--- src/rtl/assert_macros.svh ---
// Assertion macros for the RTL of the symbol address lookup block (used by sal_ctrl).
// Each macro expects a clock named aclk and an active-low reset named aresetn.
`ifndef ASSERT_MACROS_SVH
`define ASSERT_MACROS_SVH

// Checked on every clock edge outside of reset.
`define SAL_ASSERT(label, prop, msg) \
    label: assert property (@(posedge aclk) disable iff (!aresetn) (prop)) else $error(msg);

// Implication form: the consequent is checked on the cycle after the antecedent.
`define SAL_ASSERT_NEXT(label, ante, cons, msg) \
    label: assert property (@(posedge aclk) disable iff (!aresetn) (ante) |=> (cons)) \
        else $error(msg);

`endif

--- src/rtl/sal_pkg.sv ---
// Shared types and constants for the symbol address lookup block.
// No dependencies; imported by every module of the block.
package sal_pkg;

    localparam int TABLE_DEPTH = 4096;
    localparam int IDX_W       = $clog2(TABLE_DEPTH);
    localparam int CNT_W       = $clog2(TABLE_DEPTH + 1);
    localparam int ADDR_W      = 64;
    localparam int TAG_W       = 12;
    localparam int TYPE_W      = 8;

    localparam logic [TYPE_W-1:0] TYPE_LOWER_T = 8'h74;
    localparam logic [TYPE_W-1:0] TYPE_UPPER_T = 8'h54;

    localparam logic FUNC_LOAD   = 1'b0;
    localparam logic FUNC_LOOKUP = 1'b1;

    typedef struct packed {
        logic [ADDR_W-1:0] start;
        logic [TAG_W-1:0]  tag;
    } entry_t;

    typedef struct packed {
        logic             rd_en;
        logic [IDX_W-1:0] rd_addr;
        logic             we;
        logic [IDX_W-1:0] wr_addr;
        entry_t           wr_data;
    } mem_req_t;

    typedef struct packed {
        logic              accepted;
        logic              found;
        logic [TAG_W-1:0]  tag;
        logic [ADDR_W-1:0] offset;
    } result_t;

endpackage

--- src/rtl/sal_ctrl.sv ---
// Sequencer for the lookup block: binary search, entry shifting and insertion.
// Depends on sal_pkg and assert_macros.svh; drives the sal_table port.
`include "assert_macros.svh"

module sal_ctrl import sal_pkg::*; (
    input  logic              aclk,
    input  logic              aresetn,
    input  logic              s_valid,
    output logic              s_ready,
    input  logic              s_func,
    input  logic [ADDR_W-1:0] s_addr,
    input  logic [TYPE_W-1:0] s_sym_type,
    output mem_req_t          req,
    input  entry_t            rd_data,
    output logic              res_valid,
    input  logic              res_ready,
    output result_t           res
);

    localparam logic [2:0] S_IDLE   = 3'd0;
    localparam logic [2:0] S_PROBE  = 3'd1;
    localparam logic [2:0] S_CMP    = 3'd2;
    localparam logic [2:0] S_SHIFT  = 3'd3;
    localparam logic [2:0] S_INSERT = 3'd4;
    localparam logic [2:0] S_FETCH  = 3'd5;
    localparam logic [2:0] S_DONE   = 3'd6;

    logic [2:0]        state_reg, state_next;
    logic [CNT_W-1:0]  cnt_reg, cnt_next;
    logic [CNT_W-1:0]  lo_reg, lo_next;
    logic [CNT_W-1:0]  hi_reg, hi_next;
    logic [CNT_W-1:0]  mid_reg, mid_next;
    logic [CNT_W-1:0]  idx_reg, idx_next;
    logic              func_reg, func_next;
    logic [ADDR_W-1:0] addr_reg, addr_next;
    result_t           res_reg, res_next;

    logic [CNT_W-1:0] mid;
    logic [CNT_W-1:0] lo_dec;
    logic [CNT_W-1:0] idx_dec;
    logic [CNT_W-1:0] idx_inc;
    logic [CNT_W-1:0] cnt_dec;
    logic             type_ok;
    logic             full;
    logic             reject;

    assign mid     = lo_reg + ((hi_reg - lo_reg) >> 1);
    assign lo_dec  = lo_reg - CNT_W'(1);
    assign idx_dec = idx_reg - CNT_W'(1);
    assign idx_inc = idx_reg + CNT_W'(1);
    assign cnt_dec = cnt_reg - CNT_W'(1);
    assign type_ok = (s_sym_type == TYPE_LOWER_T) || (s_sym_type == TYPE_UPPER_T);
    assign full    = (cnt_reg == CNT_W'(TABLE_DEPTH));
    assign reject  = (s_addr == '0) || !type_ok || full;

    assign s_ready   = (state_reg == S_IDLE);
    assign res_valid = (state_reg == S_DONE);
    assign res       = res_reg;

    always_comb begin
        state_next = state_reg;
        cnt_next   = cnt_reg;
        lo_next    = lo_reg;
        hi_next    = hi_reg;
        mid_next   = mid_reg;
        idx_next   = idx_reg;
        func_next  = func_reg;
        addr_next  = addr_reg;
        res_next   = res_reg;
        req        = '0;
        unique case (state_reg)
            S_IDLE: begin
                if (s_valid) begin
                    func_next = s_func;
                    addr_next = s_addr;
                    lo_next   = '0;
                    hi_next   = cnt_reg;
                    if (s_func == FUNC_LOAD && reject) begin
                        res_next   = '0;
                        state_next = S_DONE;
                    end else begin
                        state_next = S_PROBE;
                    end
                end
            end
            S_PROBE: begin
                if (lo_reg < hi_reg) begin
                    req.rd_en   = 1'b1;
                    req.rd_addr = mid[IDX_W-1:0];
                    mid_next    = mid;
                    state_next  = S_CMP;
                end else if (func_reg == FUNC_LOAD) begin
                    if (lo_reg == cnt_reg) begin
                        state_next = S_INSERT;
                    end else begin
                        // Move the tail up by one, starting from the last entry.
                        idx_next    = cnt_dec;
                        req.rd_en   = 1'b1;
                        req.rd_addr = cnt_dec[IDX_W-1:0];
                        state_next  = S_SHIFT;
                    end
                end else if (lo_reg == '0) begin
                    res_next   = '0;
                    state_next = S_DONE;
                end else begin
                    req.rd_en   = 1'b1;
                    req.rd_addr = lo_dec[IDX_W-1:0];
                    state_next  = S_FETCH;
                end
            end
            S_CMP: begin
                if (rd_data.start <= addr_reg) begin
                    lo_next = mid_reg + CNT_W'(1);
                end else begin
                    hi_next = mid_reg;
                end
                state_next = S_PROBE;
            end
            S_SHIFT: begin
                // rd_data holds entry idx_reg; the next read overlaps this write.
                req.we      = 1'b1;
                req.wr_addr = idx_inc[IDX_W-1:0];
                req.wr_data = rd_data;
                if (idx_reg == lo_reg) begin
                    state_next = S_INSERT;
                end else begin
                    idx_next    = idx_dec;
                    req.rd_en   = 1'b1;
                    req.rd_addr = idx_dec[IDX_W-1:0];
                end
            end
            S_INSERT: begin
                req.we            = 1'b1;
                req.wr_addr       = lo_reg[IDX_W-1:0];
                req.wr_data.start = addr_reg;
                req.wr_data.tag   = cnt_reg[TAG_W-1:0];
                cnt_next          = cnt_reg + CNT_W'(1);
                res_next.accepted = 1'b1;
                res_next.found    = 1'b0;
                res_next.tag      = cnt_reg[TAG_W-1:0];
                res_next.offset   = '0;
                state_next        = S_DONE;
            end
            S_FETCH: begin
                res_next.accepted = 1'b0;
                res_next.found    = 1'b1;
                res_next.tag      = rd_data.tag;
                res_next.offset   = addr_reg - rd_data.start;
                state_next        = S_DONE;
            end
            S_DONE: begin
                if (res_ready) begin
                    state_next = S_IDLE;
                end
            end
            default: begin
                state_next = S_IDLE;
            end
        endcase
    end

    always_ff @(posedge aclk) begin
        if (!aresetn) begin
            state_reg <= S_IDLE;
            cnt_reg   <= '0;
        end else begin
            state_reg <= state_next;
            cnt_reg   <= cnt_next;
        end
        lo_reg   <= lo_next;
        hi_reg   <= hi_next;
        mid_reg  <= mid_next;
        idx_reg  <= idx_next;
        func_reg <= func_next;
        addr_reg <= addr_next;
        res_reg  <= res_next;
    end

    `SAL_ASSERT(a_cnt_bound, cnt_reg <= CNT_W'(TABLE_DEPTH), "entry count exceeds table depth")
    `SAL_ASSERT(a_write_state, !req.we || state_reg == S_SHIFT || state_reg == S_INSERT, "table written outside shift or insert")
    `SAL_ASSERT(a_search_order, !(state_reg == S_PROBE || state_reg == S_CMP) || lo_reg <= hi_reg, "search bounds crossed")
    `SAL_ASSERT_NEXT(a_cmp_after_probe, state_reg == S_PROBE && lo_reg < hi_reg, state_reg == S_CMP, "probe read not followed by compare")
    `SAL_ASSERT_NEXT(a_insert_count, state_reg == S_INSERT, cnt_reg == $past(cnt_reg) + CNT_W'(1), "insert did not advance the count")

endmodule

--- config.mk ---
export PLATFORM = sky130hd
export DESIGN_NAME = sal_ctrl
export DESIGN_NICKNAME = d
export VERILOG_FILES = /design/src/rtl/sal_pkg.sv /design/src/rtl/sal_ctrl.sv
export VERILOG_INCLUDE_DIRS = /design/src /design/src/rtl
export SDC_FILE = /design/constraint.sdc
export NUM_CORES = 1
export LEC_CHECK = 0
export ABC_AREA = 1
export BUFFER_PORTS_ARGS = -buffer_cell sky130_fd_sc_hd__buf_4
export CORE_MARGIN = 1.5
export CORE_UTILIZATION = 55
export CTS_CLUSTER_DIAMETER = 60
export CTS_CLUSTER_SIZE = 16
export DETAILED_ROUTE_END_ITERATION = 16
export PLACE_DENSITY = 0.8
export SLEW_MARGIN = 0
export SYNTH_ARGS = -nofsm -noshare
export SYNTH_HDL_FRONTEND = slang
export SYNTH_SLANG_ARGS = --single-unit
--- constraint.sdc ---
create_clock -name aclk -period 10.8 [get_ports aclk]
set_clock_uncertainty 0.2 [all_clocks]
set_input_delay 0.54 -clock aclk [delete_from_list [all_inputs] [get_ports aclk]]
set_output_delay 0.54 -clock aclk [all_outputs]
set_load 0.005 [all_outputs]
Yosys cells after proc, flatten, opt, wreduce, memory -nomap -nowiden. Cells that the tools add are included.

Add/subtract/negate cells: 9. Multipliers: 0. Div/mod/pow operators: 0. $lt $le $gt $ge: 2. Eq/ne operators: 23. Shifts and indexed selects: 0. Muxes and demuxes: 33. Bitwise operators: 1. Reduce and logical (&&, ||, !) cells: 19.

Operators with widths (number): $mux W78 (5); $pmux W78 S4 (1); $pmux W89 S2 (1); $mux W13 (13); $pmux W13 S2 (4); $le A64 B64 Y1 (1); $logic_not A64 Y1 (1); $sub A64 B64 Y64 (1); $add A13 B1 Y13 const B (2); $eq A13 B13 Y1 (2); $sub A13 B1 Y13 const B (2); $mux W3 (7); $ne A2 B2 Y1 const B (10); $pmux W3 S6 (1); $eq A8 B7 Y1 const B (2); $add A13 B12 Y13 (1); $eq A13 B13 Y1 const B (1); $logic_not A13 Y1 (1); $lt A13 B13 Y1 (1); $sub A13 B13 Y13 (1); $add A12 B1 Y12 const B (1); $sub A12 B1 Y12 const B (1); $eq A3 B3 Y1 const B (3); $reduce_and A3 Y1 (3); 15 further kinds (21).

Register bits after elaboration: 211. Latch bits: 0. RAM bits: 0. ROM bits: 0. Input port bits: 153. Output and inout port bits: 182. Memories: 0.

Logic depth before layout (Yosys ltp).
Depth in word-level cells: 9. Mapped depth: 20. Mapped depth without buffers: 19.

Least setup slack after synthesis. Ideal clock, no wire load.

Path kind: register -> register. Start point: register lo_reg[7]. End point: register res_reg (netlist bit res[0]) (enable). Arrival time: 7.145 ns. Data required time: 9.990 ns. Slack: 2.845 ns. Stages on the path, launching flop included: 14. Buffers on the path: 0. Cells stage by stage: edfxtp_1 -> clkinv_1 -> ha_1 -> nand2_1 -> inv_1 -> nand2_1 -> a21oi_1 -> nor2_1 -> nand2_1 -> nand2_2 -> inv_1 -> nand2_1 -> inv_1 -> nor3_1.

Longest elaborated chain between the ends: 3.

Ends and longest elaborated chain: start: declaration (line sal_ctrl.sv:30) `logic [CNT_W-1:0] lo_reg, lo_next;`; start signal: assignment (line sal_ctrl.sv:170) `lo_reg <= lo_next;`; $lt A13 B13 Y1 / $logic_not A13 Y1 (equally long branches) (line sal_ctrl.sv:87, sal_ctrl.sv:102); $ne A2 B2 Y1 (no source line); $reduce_and A6 Y1 (no source line) *; end signal: assignment (line sal_ctrl.sv:176) `res_reg <= res_next;`; end: declaration (line sal_ctrl.sv:36) `result_t res_reg, res_next;`.

Mark *: on every way between the ends. The rest lies on a longest branch, timed or not. A chain may end at the register's enable or synchronous reset.

==> results.json <==
{
  "run_status": "complete, no violations",
  "grt_max_degree": 70,
  "total_power_w": 0.006148,
  "ant_nets": 0,
  "comb_power_share_pct": 58.9,
  "fin_setup_tns_ns": 0,
  "via_count": 18390,
  "filler_cell_count": 2307,
  "postCtsResizedCells": 0,
  "postSynthAreaPerCell_um2": 7.058,
  "timing.critical_path.slowest_cell_delay_ns": 0.59,
  "ys_async_sr_fraction_pct": 0,
  "synth.distinct_cells": 49,
  "report.final.hold_viol_count": 0,
  "rrSetupSlack_ns": 5.84,
  "maxCapViolations": 0,
  "final-max-slew-violation-count": 0,
  "area_growth_syn_to_layout_pct": 26.36,
  "die_area_um2": 31400,
  "critPathMaxFanout": 6,
  "cts_root_buffer_type": "sky130_fd_sc_hd__clkbuf_16",
  "cp_top_family": "compound AO/OA/AOI/OAI gates",
  "rows": 63,
  "tritoncts.num_buffers": 27,
  "timing.critical_path.to_type": "primary output",
  "clock_sink_count": 211,
  "tritoncts": "yes",
  "clk_pin_slew_ns": 0.07,
  "cpMaxStageDelayCell": "sky130_fd_sc_hd__edfxtp_1",
  "fin_worst_hold_slack_ns": 0.06883,
  "wirelength_um": 64150,
  "timing.hold.worst.class": "primary input to flip-flop",
  "fp.dieH_um": 177.2,
  "initial_core_util_pct": 56.17,
  "critical_path_class": "flip-flop to primary output",
  "pwr-share-seq_pct": 26.6,
  "drtIter0Drc": 1741,
  "core_um2": 29720,
  "cts_setup_buffers": 0,
  "leakage_nw": 9.656,
  "most-common-layout-cells": "587 x sky130_fd_sc_hd__nand2_1, 345 x sky130_fd_sc_hd__inv_1, 343 x sky130_fd_sc_hd__buf_4, 337 x sky130_fd_sc_hd__nor2_1, 195 x sky130_fd_sc_hd__edfxtp_1",
  "grt_remaining_overflow": 0,
  "final_replace_weighted_congestion": 1.065,
  "slew_headroom_pct": 16.40,
  "grt_pass1_wl_um": 97070,
  "timing.final.crit_share_pct": 48.85,
  "track_usage_pct": 40.34,
  "power.net_switching_w": 0.003017,
  "cts-root-to-sink-buffers": 3,
  "post_synth_design_cell_area_um2": 16690,
  "layout_commonest_cell": "sky130_fd_sc_hd__nand2_1",
  "synth_edf_count": 195,
  "maxClockFrequency_ghz": 0.1895,
  "layout-drive-gt1-share_pct": 16.00,
  "cellPowerDensity_nw_per_um2": 291.5,
  "power.internal_w": 0.003131,
  "drt-vias-per-instance": 5.808,
  "critical_path.startpoint_type": "flip-flop",
  "worst-path-buf-inv": 3,
  "max_slew.worst_pin.slew_ns": 1.254,
  "die_w_um": 177.2,
  "critical_path_arrival_ns": 4.54,
  "synth.yosys.seq_area_share_pct": 37.00,
  "hpwlAfterDp_um": 48510,
  "largest_register_ff_count": 78,
  "yosys_most_used_dff": "sky130_fd_sc_hd__edfxtp_1",
  "finalNetCount": 3009,
  "netlist.area_leader.share_pct": 35.08,
  "drc_errors": 0,
  "mappedNetlistNets": 2617,
  "min_period_ns": 5.276,
  "sequential_cell_area_um2": 6176,
  "pwr-share-clk_pct": 14.5,
  "ys_seq_elements": 211,
  "yosysWarningCount": 0,
  "setup_viol": 0,
  "grt_pass1_vias": 18150,
  "synth.top_cells.by_area": "sky130_fd_sc_hd__edfxtp_1 35%, sky130_fd_sc_hd__nand2_1 13%, sky130_fd_sc_hd__inv_1 7.8%, sky130_fd_sc_hd__nor2_1 7.6%, sky130_fd_sc_hd__ha_1 7.2%",
  "routed_wire_length_per_instance_um": 20.26,
  "power.ir.vdd_worst_uv": 211.0,
  "clock_latency_ns": 0.57,
  "worstPathCellList": "inv_1, ha_1, nand2_1, inv_1, nand4_1, nand3_1, a21oi_1, o21ai_0, a21oi_1, xor2_1, ha_1, a21oi_1, nand2_1, a21oi_1, xor2_1, nand2_1, nand3_1, nand2_1, buf_4",
  "cts_hold_buffers": 65,
  "design.portCount": 335,
  "place.port_buffers": 333,
  "drtPass1Iterations": 6,
  "ctsHtreeMaxLevel": 1,
  "grt_antenna_before_repair": 1,
  "finalCoreUtilization_pct": 70.97,
  "synth_largest_area_cell": "sky130_fd_sc_hd__edfxtp_1",
  "power.share.switching_pct": 49.07,
  "syn_inst": 2365,
  "required_ns": 10.06,
  "setup_repair_after_global_routing_missed_its_margin": "no",
  "combined_area_of_the_multi_input_logic_cells_um2": 8991
}
worst paths after layout:
path          startpoint          end  cells past startpoint
max reg2reg    lo_reg[4]      res[42]                     15
min              aresetn   cnt_reg[9]                      3
min reg2reg  cnt_reg[12]  cnt_reg[12]                      1
max            lo_reg[4]     req[100]                     19
Yosys cell counts (3+ instances only):
cell type and n:
sky130_fd_sc_hd__nor4_1 5, sky130_fd_sc_hd__a21o_1 6, sky130_fd_sc_hd__nand2_2 15, sky130_fd_sc_hd__a21oi_1 172, sky130_fd_sc_hd__xor2_1 37, sky130_fd_sc_hd__o21ai_1 6, sky130_fd_sc_hd__nor2_2 7, sky130_fd_sc_hd__buf_2 11
sky130_fd_sc_hd__o21bai_1 14, sky130_fd_sc_hd__nor3b_1 3, sky130_fd_sc_hd__nor3_1 28, sky130_fd_sc_hd__xnor2_1 23, sky130_fd_sc_hd__clkbuf_1 22, sky130_fd_sc_hd__nand3_1 96, sky130_fd_sc_hd__o32ai_1 4, sky130_fd_sc_hd__buf_4 5
sky130_fd_sc_hd__o211ai_1 5, sky130_fd_sc_hd__inv_1 345, sky130_fd_sc_hd__nand2_1 587, sky130_fd_sc_hd__ha_1 96, sky130_fd_sc_hd__dfxtp_1 16, sky130_fd_sc_hd__nor3_2 9, sky130_fd_sc_hd__buf_1 5, sky130_fd_sc_hd__a31oi_1 9
sky130_fd_sc_hd__inv_2 10, sky130_fd_sc_hd__o21ai_2 4, sky130_fd_sc_hd__and3_1 3, sky130_fd_sc_hd__nand4_1 22, sky130_fd_sc_hd__edfxtp_1 195, sky130_fd_sc_hd__fa_1 3, sky130_fd_sc_hd__o22ai_1 40, sky130_fd_sc_hd__o221ai_1 3
sky130_fd_sc_hd__o21a_1 5, sky130_fd_sc_hd__nand3_2 3, sky130_fd_sc_hd__nor2_1 339, sky130_fd_sc_hd__nand3b_1 3, sky130_fd_sc_hd__o21ai_0 192
per-layer routing:
metal / track usage (%) / share of wire [%] / up-vias
li1: - / - / 8598
met1: 46.53 / 37 / 8400
met2: 70.20 / 48 / 1137
met3: 6.615 / 8.6 / 254
met4: 24.05 / 6.8 / 0
met5: 0 / 0 / -
per-stage QoR:
stage	cell area, um^2	std cells	worst slack, ns
5_1_grt	21090	3165	5.246
3_5_place_dp	19570	3053	5.948
6_report	21090	3166	5.524
3_3_place_gp	19570	3053	5.919
4_1_cts	21090	3165	5.625
2_1_floorplan	16690	2365	2.845
cells by family (layout without fill, tap and decap cells):
kind of cell | count (synthesis) | count (layout) | synth area share, %
compound gates | 466 | 466 | 15.14
simple gates | 1127 | 1127 | 27.86
other cells | 0 | 1 | 0
buf+inv | 402 | 812 | 9.288
flops | 211 | 211 | 37.00
xor+xnor | 60 | 60 | 3.148
fa+ha+maj | 99 | 99 | 7.556
worst reg2reg max path, cell delays in order, from the launching register on:
cell,delay (ns)
sky130_fd_sc_hd__edfxtp_1,0.59
sky130_fd_sc_hd__inv_1,0.26
sky130_fd_sc_hd__ha_1,0.44
sky130_fd_sc_hd__nand2_1,0.09
sky130_fd_sc_hd__inv_1,0.04
sky130_fd_sc_hd__nand4_1,0.06
sky130_fd_sc_hd__nand3_1,0.16
sky130_fd_sc_hd__nand2_1,0.11
sky130_fd_sc_hd__nand2_1,0.06
sky130_fd_sc_hd__nand2_2,0.25
sky130_fd_sc_hd__inv_1,0.40
sky130_fd_sc_hd__nand2_1,0.19
sky130_fd_sc_hd__inv_1,0.30
sky130_fd_sc_hd__nor3_2,0.27
sky130_fd_sc_hd__buf_4,0.29
sky130_fd_sc_hd__buf_4,0.75
power groups by stage:
| stage | combinational [W] | sequential, W | clock (W) |
|---|---|---|---|
| finish | 0.00362 | 0.00164 | 0.000894 |
| detailed placement | 0.00347 | 0.00163 | 0 |
| floorplan | 0.00214 | 0.00160 | 0 |
| global placement | 0.00340 | 0.00163 | 0 |
| global route | 0.00395 | 0.00166 | 0.000926 |
| CTS | 0.00353 | 0.00162 | 0.000893 |
area by class of cell:
cell class	instances	area share, %
Clock buffer	29	3.239
Clock inverter	18	0.8780
Tap cell	390	2.314
Inverter	357	6.353
Timing Repair Buffer	408	15.29
Antenna cell	1	0.01186
Sequential cell	211	29.28
Multi-Input combinational cell	1752	42.63
(Power assumes the default switching activity.)
